--- src/hdl/pbsp_pkg.sv ---
`timescale 1ns / 1ps
// Shared types, constants and byte functions for the pixel byte shuffle and premultiply block.
// Used by pbsp_lane, pbsp_merge and pixel_byte_shuffle_premultiply; depends on nothing.
package pbsp_pkg;

    localparam int PIXELS        = 4;
    localparam int LANES_DEFAULT = 4;
    localparam int COUNT_W       = 3;
    localparam int PIXEL_W       = 32;
    localparam int CFG_IDX_W     = 2;

    typedef enum logic [1:0] {
        MODE_SHUFFLE = 2'd0,
        MODE_EXPAND  = 2'd1,
        MODE_PREMUL  = 2'd2
    } conv_mode_t;

    typedef enum logic [CFG_IDX_W-1:0] {
        REG_MODE      = 2'd0,
        REG_ALPHA     = 2'd1,
        REG_SELECTORS = 2'd2,
        REG_FILL      = 2'd3
    } cfg_reg_t;

    typedef struct packed {
        logic [1:0]         mode;
        logic               alpha_leading;
        logic [PIXEL_W-1:0] selectors;
        logic [PIXEL_W-1:0] fill;
    } cfg_t;

    typedef struct packed {
        logic en;
        logic valid;
    } pipe_ctrl_t;

    function automatic logic [7:0] pick_byte(input logic [PIXEL_W-1:0] src,
                                             input logic [7:0] sel,
                                             input logic [1:0] mode);
        logic [3:0] nbytes;
        logic [7:0] b;
        nbytes = (mode == MODE_EXPAND) ? 4'd3 : 4'd4;
        b = 8'h00;
        if (!sel[7] && (sel[3:0] < nbytes)) begin
            b = src[8 * sel[1:0] +: 8];
        end
        return b;
    endfunction

    function automatic logic [7:0] div255(input logic [15:0] x);
        logic [15:0] s;
        s = x + {8'h00, x[15:8]};
        return s[15:8];
    endfunction

endpackage

--- src/hdl/pbsp_lane.sv ---
`timescale 1ns / 1ps
// One conversion lane: byte shuffle, registered 8x8 alpha products, rounding divide and fill.
// Depends on pbsp_pkg.
module pbsp_lane (
    input  logic                          aclk,
    input  logic                          en,
    input  logic                          lane_on,
    input  logic [pbsp_pkg::PIXEL_W-1:0]  src,
    input  pbsp_pkg::cfg_t                cfg,
    output logic [pbsp_pkg::PIXEL_W-1:0]  pixel,
    output logic                          active
);

    logic [3:0][7:0]  bytes_reg;
    logic [3:0][7:0]  bytes_next;
    logic [7:0]       alpha_reg;
    logic [7:0]       alpha_next;
    logic             on1_reg;

    logic [3:0][15:0] prod_reg;
    logic [3:0][15:0] prod_next;
    logic [3:0]       bypass_reg;
    logic [3:0]       bypass_next;
    logic [3:0][7:0]  raw_reg;
    logic             on2_reg;

    logic [3:0][7:0]  res;

    always_comb begin
        for (int k = 0; k < 4; k++) begin
            bytes_next[k] = pbsp_pkg::pick_byte(src, cfg.selectors[8*k +: 8], cfg.mode);
        end
        alpha_next = cfg.alpha_leading ? bytes_next[3] : bytes_next[0];
    end

    always_comb begin
        for (int k = 0; k < 4; k++) begin
            prod_next[k]   = 16'(bytes_reg[k] * alpha_reg) + 16'd128;
            bypass_next[k] = (cfg.mode != pbsp_pkg::MODE_PREMUL) ||
                             (cfg.alpha_leading ? (k == 3) : (k == 0));
        end
    end

    always_ff @(posedge aclk) begin
        if (en) begin
            bytes_reg  <= bytes_next;
            alpha_reg  <= alpha_next;
            on1_reg    <= lane_on;
            prod_reg   <= prod_next;
            bypass_reg <= bypass_next;
            raw_reg    <= bytes_reg;
            on2_reg    <= on1_reg;
        end
    end

    always_comb begin
        for (int k = 0; k < 4; k++) begin
            res[k] = bypass_reg[k] ? raw_reg[k] : pbsp_pkg::div255(prod_reg[k]);
        end
    end

    assign pixel  = res | cfg.fill;
    assign active = on2_reg;

endmodule

--- src/hdl/pbsp_merge.sv ---
`timescale 1ns / 1ps
// Output register that gathers the lane results, clears inactive pixels and holds the transfer.
// Depends on pbsp_pkg.
module pbsp_merge (
    input  logic                                             aclk,
    input  logic                                             aresetn,
    input  pbsp_pkg::pipe_ctrl_t                             ctrl,
    input  logic [pbsp_pkg::PIXELS-1:0][pbsp_pkg::PIXEL_W-1:0] lane_pixel,
    input  logic [pbsp_pkg::PIXELS-1:0]                      lane_active,
    input  logic [pbsp_pkg::COUNT_W-1:0]                     count,
    output logic [pbsp_pkg::PIXELS-1:0][pbsp_pkg::PIXEL_W-1:0] dst,
    output logic [pbsp_pkg::COUNT_W-1:0]                     out_count,
    output logic                                             out_valid
);

    logic [pbsp_pkg::PIXELS-1:0][pbsp_pkg::PIXEL_W-1:0] dst_reg;
    logic [pbsp_pkg::PIXELS-1:0][pbsp_pkg::PIXEL_W-1:0] dst_next;
    logic [pbsp_pkg::COUNT_W-1:0]                     count_reg;
    logic                                             valid_reg;

    always_comb begin
        for (int i = 0; i < pbsp_pkg::PIXELS; i++) begin
            dst_next[i] = lane_active[i] ? lane_pixel[i] : '0;
        end
    end

    always_ff @(posedge aclk) begin
        if (!aresetn) begin
            valid_reg <= 1'b0;
        end else if (ctrl.en) begin
            valid_reg <= ctrl.valid;
        end
    end

    always_ff @(posedge aclk) begin
        if (ctrl.en) begin
            dst_reg   <= dst_next;
            count_reg <= count;
        end
    end

    assign dst       = dst_reg;
    assign out_count = count_reg;
    assign out_valid = valid_reg;

endmodule

--- src/hdl/pixel_byte_shuffle_premultiply.sv ---
`timescale 1ns / 1ps
// Pixel byte shuffle and premultiply top level: configuration registers, lanes and output stage.
// Depends on pbsp_pkg, pbsp_lane and pbsp_merge.
//
// Each transfer carries up to four 32-bit pixels that are converted in parallel lanes, one lane
// per pixel, and the block takes one transfer every clock cycle while the pipeline advances.
// A result is registered after the byte shuffle, after the 8x8 alpha multipliers and in the
// output stage. The whole pipeline advances whenever the output register is empty or its
// transfer completes, so a held result stalls the input only while the consumer keeps
// m_ready low. Pixels at or past pixel_count come out as zero; the count is capped at the
// smaller of LANES and four. Configuration is written through cfg_wr_en, cfg_index and
// cfg_wr_data and should change only while no transfer is in flight.
module pixel_byte_shuffle_premultiply #(
    parameter int LANES = pbsp_pkg::LANES_DEFAULT
) (
    input  logic                            aclk,
    input  logic                            aresetn,
    input  logic                            cfg_wr_en,
    input  logic [pbsp_pkg::CFG_IDX_W-1:0]  cfg_index,
    input  logic [pbsp_pkg::PIXEL_W-1:0]    cfg_wr_data,
    input  logic                            s_valid,
    output logic                            s_ready,
    input  logic [pbsp_pkg::PIXEL_W-1:0]    s_src_pixel_a,
    input  logic [pbsp_pkg::PIXEL_W-1:0]    s_src_pixel_b,
    input  logic [pbsp_pkg::PIXEL_W-1:0]    s_src_pixel_c,
    input  logic [pbsp_pkg::PIXEL_W-1:0]    s_src_pixel_d,
    input  logic [pbsp_pkg::COUNT_W-1:0]    s_pixel_count,
    output logic                            m_valid,
    input  logic                            m_ready,
    output logic [pbsp_pkg::PIXEL_W-1:0]    m_dst_pixel_a,
    output logic [pbsp_pkg::PIXEL_W-1:0]    m_dst_pixel_b,
    output logic [pbsp_pkg::PIXEL_W-1:0]    m_dst_pixel_c,
    output logic [pbsp_pkg::PIXEL_W-1:0]    m_dst_pixel_d,
    output logic [pbsp_pkg::COUNT_W-1:0]    m_out_count
);

    localparam int ACTIVE = (LANES < pbsp_pkg::PIXELS) ? LANES : pbsp_pkg::PIXELS;

    pbsp_pkg::cfg_t                       cfg_reg;
    logic                                 en;
    logic                                 v1_reg;
    logic                                 v2_reg;
    logic [pbsp_pkg::COUNT_W-1:0]         count_next;
    logic [pbsp_pkg::COUNT_W-1:0]         count1_reg;
    logic [pbsp_pkg::COUNT_W-1:0]         count2_reg;
    pbsp_pkg::pipe_ctrl_t                 ctrl;

    logic [pbsp_pkg::PIXELS-1:0][pbsp_pkg::PIXEL_W-1:0] src;
    logic [pbsp_pkg::PIXELS-1:0][pbsp_pkg::PIXEL_W-1:0] lane_pixel;
    logic [pbsp_pkg::PIXELS-1:0][pbsp_pkg::PIXEL_W-1:0] dst;
    logic [pbsp_pkg::PIXELS-1:0]                      lane_active;

    always_ff @(posedge aclk) begin
        if (!aresetn) begin
            cfg_reg.mode          <= pbsp_pkg::MODE_SHUFFLE;
            cfg_reg.alpha_leading <= 1'b1;
            cfg_reg.selectors     <= 32'h0302_0100;
            cfg_reg.fill          <= '0;
        end else if (cfg_wr_en) begin
            case (cfg_index)
                pbsp_pkg::REG_MODE:      cfg_reg.mode          <= cfg_wr_data[1:0];
                pbsp_pkg::REG_ALPHA:     cfg_reg.alpha_leading <= cfg_wr_data[0];
                pbsp_pkg::REG_SELECTORS: cfg_reg.selectors     <= cfg_wr_data;
                pbsp_pkg::REG_FILL:      cfg_reg.fill          <= cfg_wr_data;
                default: begin
                end
            endcase
        end
    end

    assign en      = !m_valid || m_ready;
    assign s_ready = en;

    assign count_next = (s_pixel_count > pbsp_pkg::COUNT_W'(ACTIVE)) ?
                        pbsp_pkg::COUNT_W'(ACTIVE) : s_pixel_count;

    always_ff @(posedge aclk) begin
        if (!aresetn) begin
            v1_reg <= 1'b0;
            v2_reg <= 1'b0;
        end else if (en) begin
            v1_reg <= s_valid;
            v2_reg <= v1_reg;
        end
    end

    always_ff @(posedge aclk) begin
        if (en) begin
            count1_reg <= count_next;
            count2_reg <= count1_reg;
        end
    end

    assign src[0] = s_src_pixel_a;
    assign src[1] = s_src_pixel_b;
    assign src[2] = s_src_pixel_c;
    assign src[3] = s_src_pixel_d;

    for (genvar i = 0; i < pbsp_pkg::PIXELS; i++) begin : g_lane
        if (i < ACTIVE) begin : g_on
            pbsp_lane u_lane (
                .aclk    (aclk),
                .en      (en),
                .lane_on (count_next > pbsp_pkg::COUNT_W'(i)),
                .src     (src[i]),
                .cfg     (cfg_reg),
                .pixel   (lane_pixel[i]),
                .active  (lane_active[i])
            );
        end else begin : g_off
            assign lane_pixel[i]  = '0;
            assign lane_active[i] = 1'b0;
        end
    end

    assign ctrl.en    = en;
    assign ctrl.valid = v2_reg;

    pbsp_merge u_merge (
        .aclk        (aclk),
        .aresetn     (aresetn),
        .ctrl        (ctrl),
        .lane_pixel  (lane_pixel),
        .lane_active (lane_active),
        .count       (count2_reg),
        .dst         (dst),
        .out_count   (m_out_count),
        .out_valid   (m_valid)
    );

    assign m_dst_pixel_a = dst[0];
    assign m_dst_pixel_b = dst[1];
    assign m_dst_pixel_c = dst[2];
    assign m_dst_pixel_d = dst[3];

endmodule
--- config.mk ---
export PLATFORM = sky130hd
export DESIGN_NAME = pixel_byte_shuffle_premultiply
export DESIGN_NICKNAME = d
export VERILOG_FILES = /design/src/hdl/pbsp_pkg.sv /design/src/hdl/pbsp_lane.sv /design/src/hdl/pbsp_merge.sv /design/src/hdl/pixel_byte_shuffle_premultiply.sv
export SDC_FILE = /design/constraint.sdc
export NUM_CORES = 2
export LEC_CHECK = 0
export ABC_AREA = 1
export BUFFER_PORTS_ARGS = -buffer_cell sky130_fd_sc_hd__buf_2
export CORE_MARGIN = 2
export CORE_UTILIZATION = 45
export DETAILED_ROUTE_END_ITERATION = 6
export GPL_TIMING_DRIVEN = 1
export HOLD_SLACK_MARGIN = 0.12
export PLACE_DENSITY = 0.63
export SLEW_MARGIN = 40
export SYNTH_ARGS = -nofsm -noshare
export SYNTH_HDL_FRONTEND = slang
export SYNTH_SLANG_ARGS = --single-unit
--- constraint.sdc ---
create_clock -name aclk -period 15.8 [get_ports aclk]
set_input_delay 1.58 -clock aclk [delete_from_list [all_inputs] [get_ports aclk]]
set_output_delay 1.58 -clock aclk [all_outputs]
set_load 0.02 [all_outputs]
Word-level counts from Yosys, hierarchy flattened
Cells that the tools add are included.
- add/sub/neg operators: 32
- multipliers: 16
- order comparisons: 9
- equal/unequal tests: 5
- shifts and indexed selects: 16
- mux-type cells: 32
- bitwise gates (word level): 4
- reductions and logical operators: 17
- operators by type and width (kind ; number):
    $shiftx 32x6->8 ; 16
    $add 16x8->16 ; 16
    $add 16x8->16 const B ; 16
    $mul 8x8->16 ; 16
    $mux 8 ; 28
    $or 32x32->32 ; 4
    $lt 4x4->1 ; 4
    $reduce_and 2->1 ; 4
    $gt 3x1->1 const B ; 2
    $gt 3x2->1 const B ; 2
    $mux 3 ; 2
    $logic_not 1->1 ; 5
    $eq 2x1->1 const B ; 2
    $eq 2x2->1 const B ; 2
    $logic_and 1x1->1 ; 4
    $gt 3x3->1 const B ; 1
    $logic_or 1x1->1 ; 3
    $logic_not 2->1 ; 1
    $mux 1 ; 2
    $ne 2x2->1 const B ; 1
- register bits after elaboration: 763
- bits of input ports: 170
- output and inout port bits: 133
- logic and storage cells: 206

Logic depth before layout (Yosys ltp)
- depth in word-level cells: 6
- depth in mapped cells: 23
- mapped depth without buffers: 22

Hierarchy
From an unflattened synthesis, not the netlist that was laid out.
- cells, all modules: 10040
- area, all modules: 77936.0 um^2
- modules (own cells, without submodules) (module ; instances ; cells each ; area an instance (um^2) ; seq. area each (um^2)):
    pbsp_lane (g_lane[1].g_on.u_lane) ; 1 ; 2346 ; 17603.1 ; 4234.1
    pbsp_lane (g_lane[2].g_on.u_lane) ; 1 ; 2273 ; 17461.7 ; 4234.1
    pbsp_lane (g_lane[0].g_on.u_lane) ; 1 ; 2288 ; 17423.0 ; 4234.1
    pbsp_lane (g_lane[3].g_on.u_lane) ; 1 ; 2280 ; 17360.4 ; 4234.1
    pbsp_merge ; 1 ; 405 ; 5068.6 ; 3953.8
    pixel_byte_shuffle_premultiply ; 1 ; 448 ; 3019.1 ; 1561.5

Worst setup path before layout
Ideal clock, no wire load.
- kind: input to output
- start: in m_ready
- end: out s_ready
- arrival: 15098 ps
- required time: 14220 ps
- slack: -878 ps
- stages on the path: 2
- path buffers: 0
- path through: nor2_1 > inv_1
- longest elaborated chain between the ends: 1
- RTL lines (what ; RTL line ; text):
    start, declared ; pixel_byte_shuffle_premultiply.sv:29 ; input logic m_ready,
    $logic_or 1x1->1 ; pixel_byte_shuffle_premultiply.sv:71 ; assign en = !m_valid || m_ready;
    end, declared ; pixel_byte_shuffle_premultiply.sv:22 ; output logic s_ready,
No other way between the ends.

==> metrics.md <==
| Metric | Value |
|---|---|
| Largest area contributor in the netlist | `edfxtp_1` |
| Largest register FFs | `256` |
| Critical Path Start Type | `register` |
| Worst slack, placed | `10,350 ps` |
| CP Class | `register to register` |
| Initial DRT Pass Iterations | `7` |
| Routed WL | `223 mm` |
| Worst r2r src | `g_lane[0].g_on.u_lane.alpha_reg[3]$_DFFE_PP_` |
| Reg area | `0.0220 sq mm` |
| First-pass GRT wire length | `344 mm` |
| Top cells by area, synth | `edfxtp_1 28%, fa_1 16%, ha_1 13%, nand2_1 11%, inv_1 11%` |
| Synth warnings | `0` |
| Leak | `44.9 nW` |
| HPWL after detailed placement | `167 mm` |
| Resized Gates After CTS | `0` |
| Critical Path AT | `5500 ps` |
| Final hold vios | `0` |
| Maxcap violations | `0` |
| Slowest cell on the critical path | `edfxtp_1` |
| Clock Latency Late Sink | `760 ps` |
| Initial antenna violation count | `32` |
| Final period utilization | `31.9%` |
| Combinational cell fraction of total power | `55.6%` |
| Final WS setup | `10,760 ps` |
| Clk root buf | `clkbuf_16` |
| Switching power total | `6.18 mW` |
| CTS Hold Buffers Added | `0` |
| Worst r2r dst | `g_lane[0].g_on.u_lane.prod_reg[60]$_DFFE_PP_` |
| Origin of the worst setup path | `g_lane[0].g_on.u_lane.alpha_reg[3]$_DFFE_PP_` |
| Fraction of layout cells with a size suffix above 1 | `6.55%` |
| Worst hold path type | `register to register` |
| Busiest layer in global routing | `met2` |
| Final instance area | `0.0805 sq mm` |
| Critical path capture point type | `register` |
| Relative slew slack | `38.1%` |
| Cell Int Power | `7.18 mW` |
| Fin crit period | `5040 ps` |
| Routed len/inst | `19.3 microns` |
| First-iteration detailed-routing DRC count | `5,818` |
| Most common cell after layout, fill and taps aside | `nand2_1` |
| Status | `complete, no violations` |
| Critical-path cell list | `buf_4, nand2_1, fa_1, fa_1, inv_1, fa_1, inv_1, fa_1, inv_1, ha_1, a21oi_1, nand2_1, a21oi_1, inv_1, nand2_1, o21ai_0, nand2_1, nand2_1` |
| Hold depth | `0` |
| Count of final max-slew check failures | `0` |
| Reg power frac | `27.5%` |
| Vias in the first global route | `59,700` |
| #FFs+latches synth | `750` |
| TNS Setup | `0 ps` |
| CP Max Fanout | `17` |
| Post-route ant nets | `0` |
| DIE HEIGHT | `409 microns` |
| GR Util All Layers | `26.6%` |
| TritonCTS sink count | `750` |
| Die area | `0.168 sq mm` |
| Footprint of the multi-input gates | `0.0420 sq mm` |
| Largest net degree at the start of global routing | `104` |
| Grt met3 use | `6.81%` |
| GRT met1 Usage | `36.7%` |
| Dpl cell area | `0.0773 sq mm` |
| Vias per cell | `5.25` |
| I/O Pins | `303` |
| Post-synthesis sequential area ratio | `29.7%` |
| Mapped Cells | `9,218` |
| Commonest cells after routing, fill and taps aside | `2,239 x nand2_1, 2,215 x inv_1, 777 x a21oi_1, 744 x ha_1, 692 x edfxtp_1` |
| Switch share | `46.2%` |
| Synth-to-Final Area Change | `8.90%` |
| Vias | `60,800` |
| DRC Markers | `0` |
| Mapped Nets | `10,700` |
| RSZ-0062 raised after global routing | `no` |
| Worst R2R Path Depth | `18` |
| F_max | `198 MHz` |
| Cell Area, Synth | `0.0739 sq mm` |
| Clock-pin slew on the worst setup and hold paths | `60 ps` |
| RD Place Congestion | `0.927` |
| Finished Layout Cells | `11,600` |
| Clock buffer count from CTS | `93` |
| Clk pwr share | `16.9%` |
| Most used cell, CP | `nand2_1` |
| Top delay family on crit path | `adder cells` |
| Syn_area_per_cell | `8.02 sq um` |
| Final nets | `10,800` |
| H-tree depth | `3` |
| Power Density | `166 mW/mm^2` |
| Final setup viols | `0` |
| Fillers | `15,600` |
| Total congestion overflow | `0` |
| Layout Skew | `63.8 ps` |
| PortBufs | `302` |
| Share of the synthesized area in the top cell type | `28.1%` |
| Worst EP required | `16,260 ps` |
| Postcts setup bufs | `0` |
| Synth unique cells | `41` |
| Initial Utilization | `45.4%` |
| Worst path buffer plus inverter count | `5` |
| Crit-path max cell delay | `870 ps` |
| Met2 usage | `40.7%` |
| Register-to-Register Setup Slack | `10,760 ps` |
| Levels on crit path | `18` |
| Core Area | `0.163 sq mm` |
| Placed cells | `11,400` |
| CTS tree | `done` |
| Worst Setup EP | `g_lane[0].g_on.u_lane.prod_reg[60]$_DFFE_PP_` |
| VDD IR max | `0.0000903 V` |
| Die W | `409 microns` |
| Least-Margin Pin Slew | `929 ps` |
| Clock Path Buffers | `3` |
| Row count | `148` |
==> layer usage <==
layer  share of wire (%)  wire [microns]
met1                  42           94800
met2                  43           96600
met3                  11           24100
met4                 3.4            7560
met5               0.061             137
==> worst reg2reg max path: cells and delay by family, from the launching register on <==
kind | cells | cell delay [ps]
fa+ha+maj | 5 | 2370
flops | 1 | 870
buf+inv | 5 | 590
compound gates | 3 | 500
simple gates | 5 | 420
==> layout make-up <==
cell class | instances | share of cell area, %
Multi-Input combinational cell | 5863 | 52.2
Sequential cell | 750 | 27.3
Inverter | 2222 | 10.4
Tap cell | 2175 | 3.38
Clock buffer | 114 | 3.04
Timing Repair Buffer | 385 | 2.77
Clock inverter | 57 | 0.894
Antenna cell | 15 | 0.0466
==> cells in the mapped netlist <==
cell	n
nand2_1	2239
inv_1	2217
a21oi_1	777
ha_1	744
edfxtp_1	692
fa_1	592
o21ai_0	338
nor2_1	333
nand3_1	250
clkbuf_1	236
xor2_1	115
clkbuf_2	102
o211ai_1	68
nor3_1	62
dfxtp_1	58
nand4_1	56
xnor2_1	56
nand3b_1	49
o21ai_1	41
nor3_2	29
buf_2	23
or2_2	23
o2111ai_1	22
and2_1	18
o21bai_1	14
buf_1	12
a31oi_1	11
buf_6	7
a211oi_1	5
a21boi_0	5
a21o_1	5
inv_2	4
and3_1	3
buf_4	3
nand2_2	2
o31ai_1	2
a21oi_2	1
clkinv_1	1
nor3b_1	1
o21ai_2	1
o22ai_1	1
==> power by group through the flow <==
| stage | clock network [mW] | logic, mW | registers [mW] |
|---|---|---|---|
| 2_1_floorplan | 0 | 5.73 | 3.39 |
| 3_3_place_gp | 0 | 7.23 | 3.70 |
| 3_5_place_dp | 0 | 7.37 | 3.69 |
| 4_1_cts | 2.30 | 7.44 | 3.66 |
| 5_1_grt | 2.37 | 8.61 | 3.73 |
| 6_report | 2.26 | 7.43 | 3.67 |
==> logic make-up (layout without fill, tap and decap cells) <==
| logic type | after synthesis | count (layout) | synth area share [%] |
|---|---|---|---|
| and+or+nand+nor | 3065 | 3065 | 16.9 |
| buffers and inverters | 2605 | 2778 | 13.5 |
| adders and majority gates | 1336 | 1336 | 28.6 |
| AOI/OAI and AO/OA | 1291 | 1291 | 9.22 |
| DFF | 750 | 750 | 29.7 |
| xor gates and xnor gates | 171 | 171 | 2.03 |
| other | 0 | 15 | 0 |
==> worst min path at each step <==
stage / start / to / slack, ps
2_1_floorplan: count1_reg[0]$_DFFE_PP_ / count2_reg[0]$_DFFE_PP_ / 400
3_3_place_gp: g_lane[3].g_on.u_lane.on1_reg$_DFFE_PP_ / g_lane[3].g_on.u_lane.active$_DFFE_PP_ / 400
3_5_place_dp: g_lane[3].g_on.u_lane.on1_reg$_DFFE_PP_ / g_lane[3].g_on.u_lane.active$_DFFE_PP_ / 400
4_1_cts: g_lane[3].g_on.u_lane.on1_reg$_DFFE_PP_ / g_lane[3].g_on.u_lane.active$_DFFE_PP_ / 420
5_1_grt: g_lane[3].g_on.u_lane.on1_reg$_DFFE_PP_ / g_lane[3].g_on.u_lane.active$_DFFE_PP_ / 420
6_report: g_lane[2].g_on.u_lane.on1_reg$_DFFE_PP_ / g_lane[2].g_on.u_lane.active$_DFFE_PP_ / 420
==> per-stage QoR <==
| stage | hold WS [ps] | total power, mW | util, % |
|---|---|---|---|
| after floorplan | 400 | 9.12 | - |
| after global placement | 401 | 10.9 | 47.4 |
| after detailed placement | 405 | 11.1 | 47.4 |
| after CTS | 418 | 13.4 | 49.4 |
| after global routing | 424 | 14.7 | 49.4 |
| final | 416 | 13.4 | 49.4 |
Note: power is estimated with default switching activity, not from simulation.
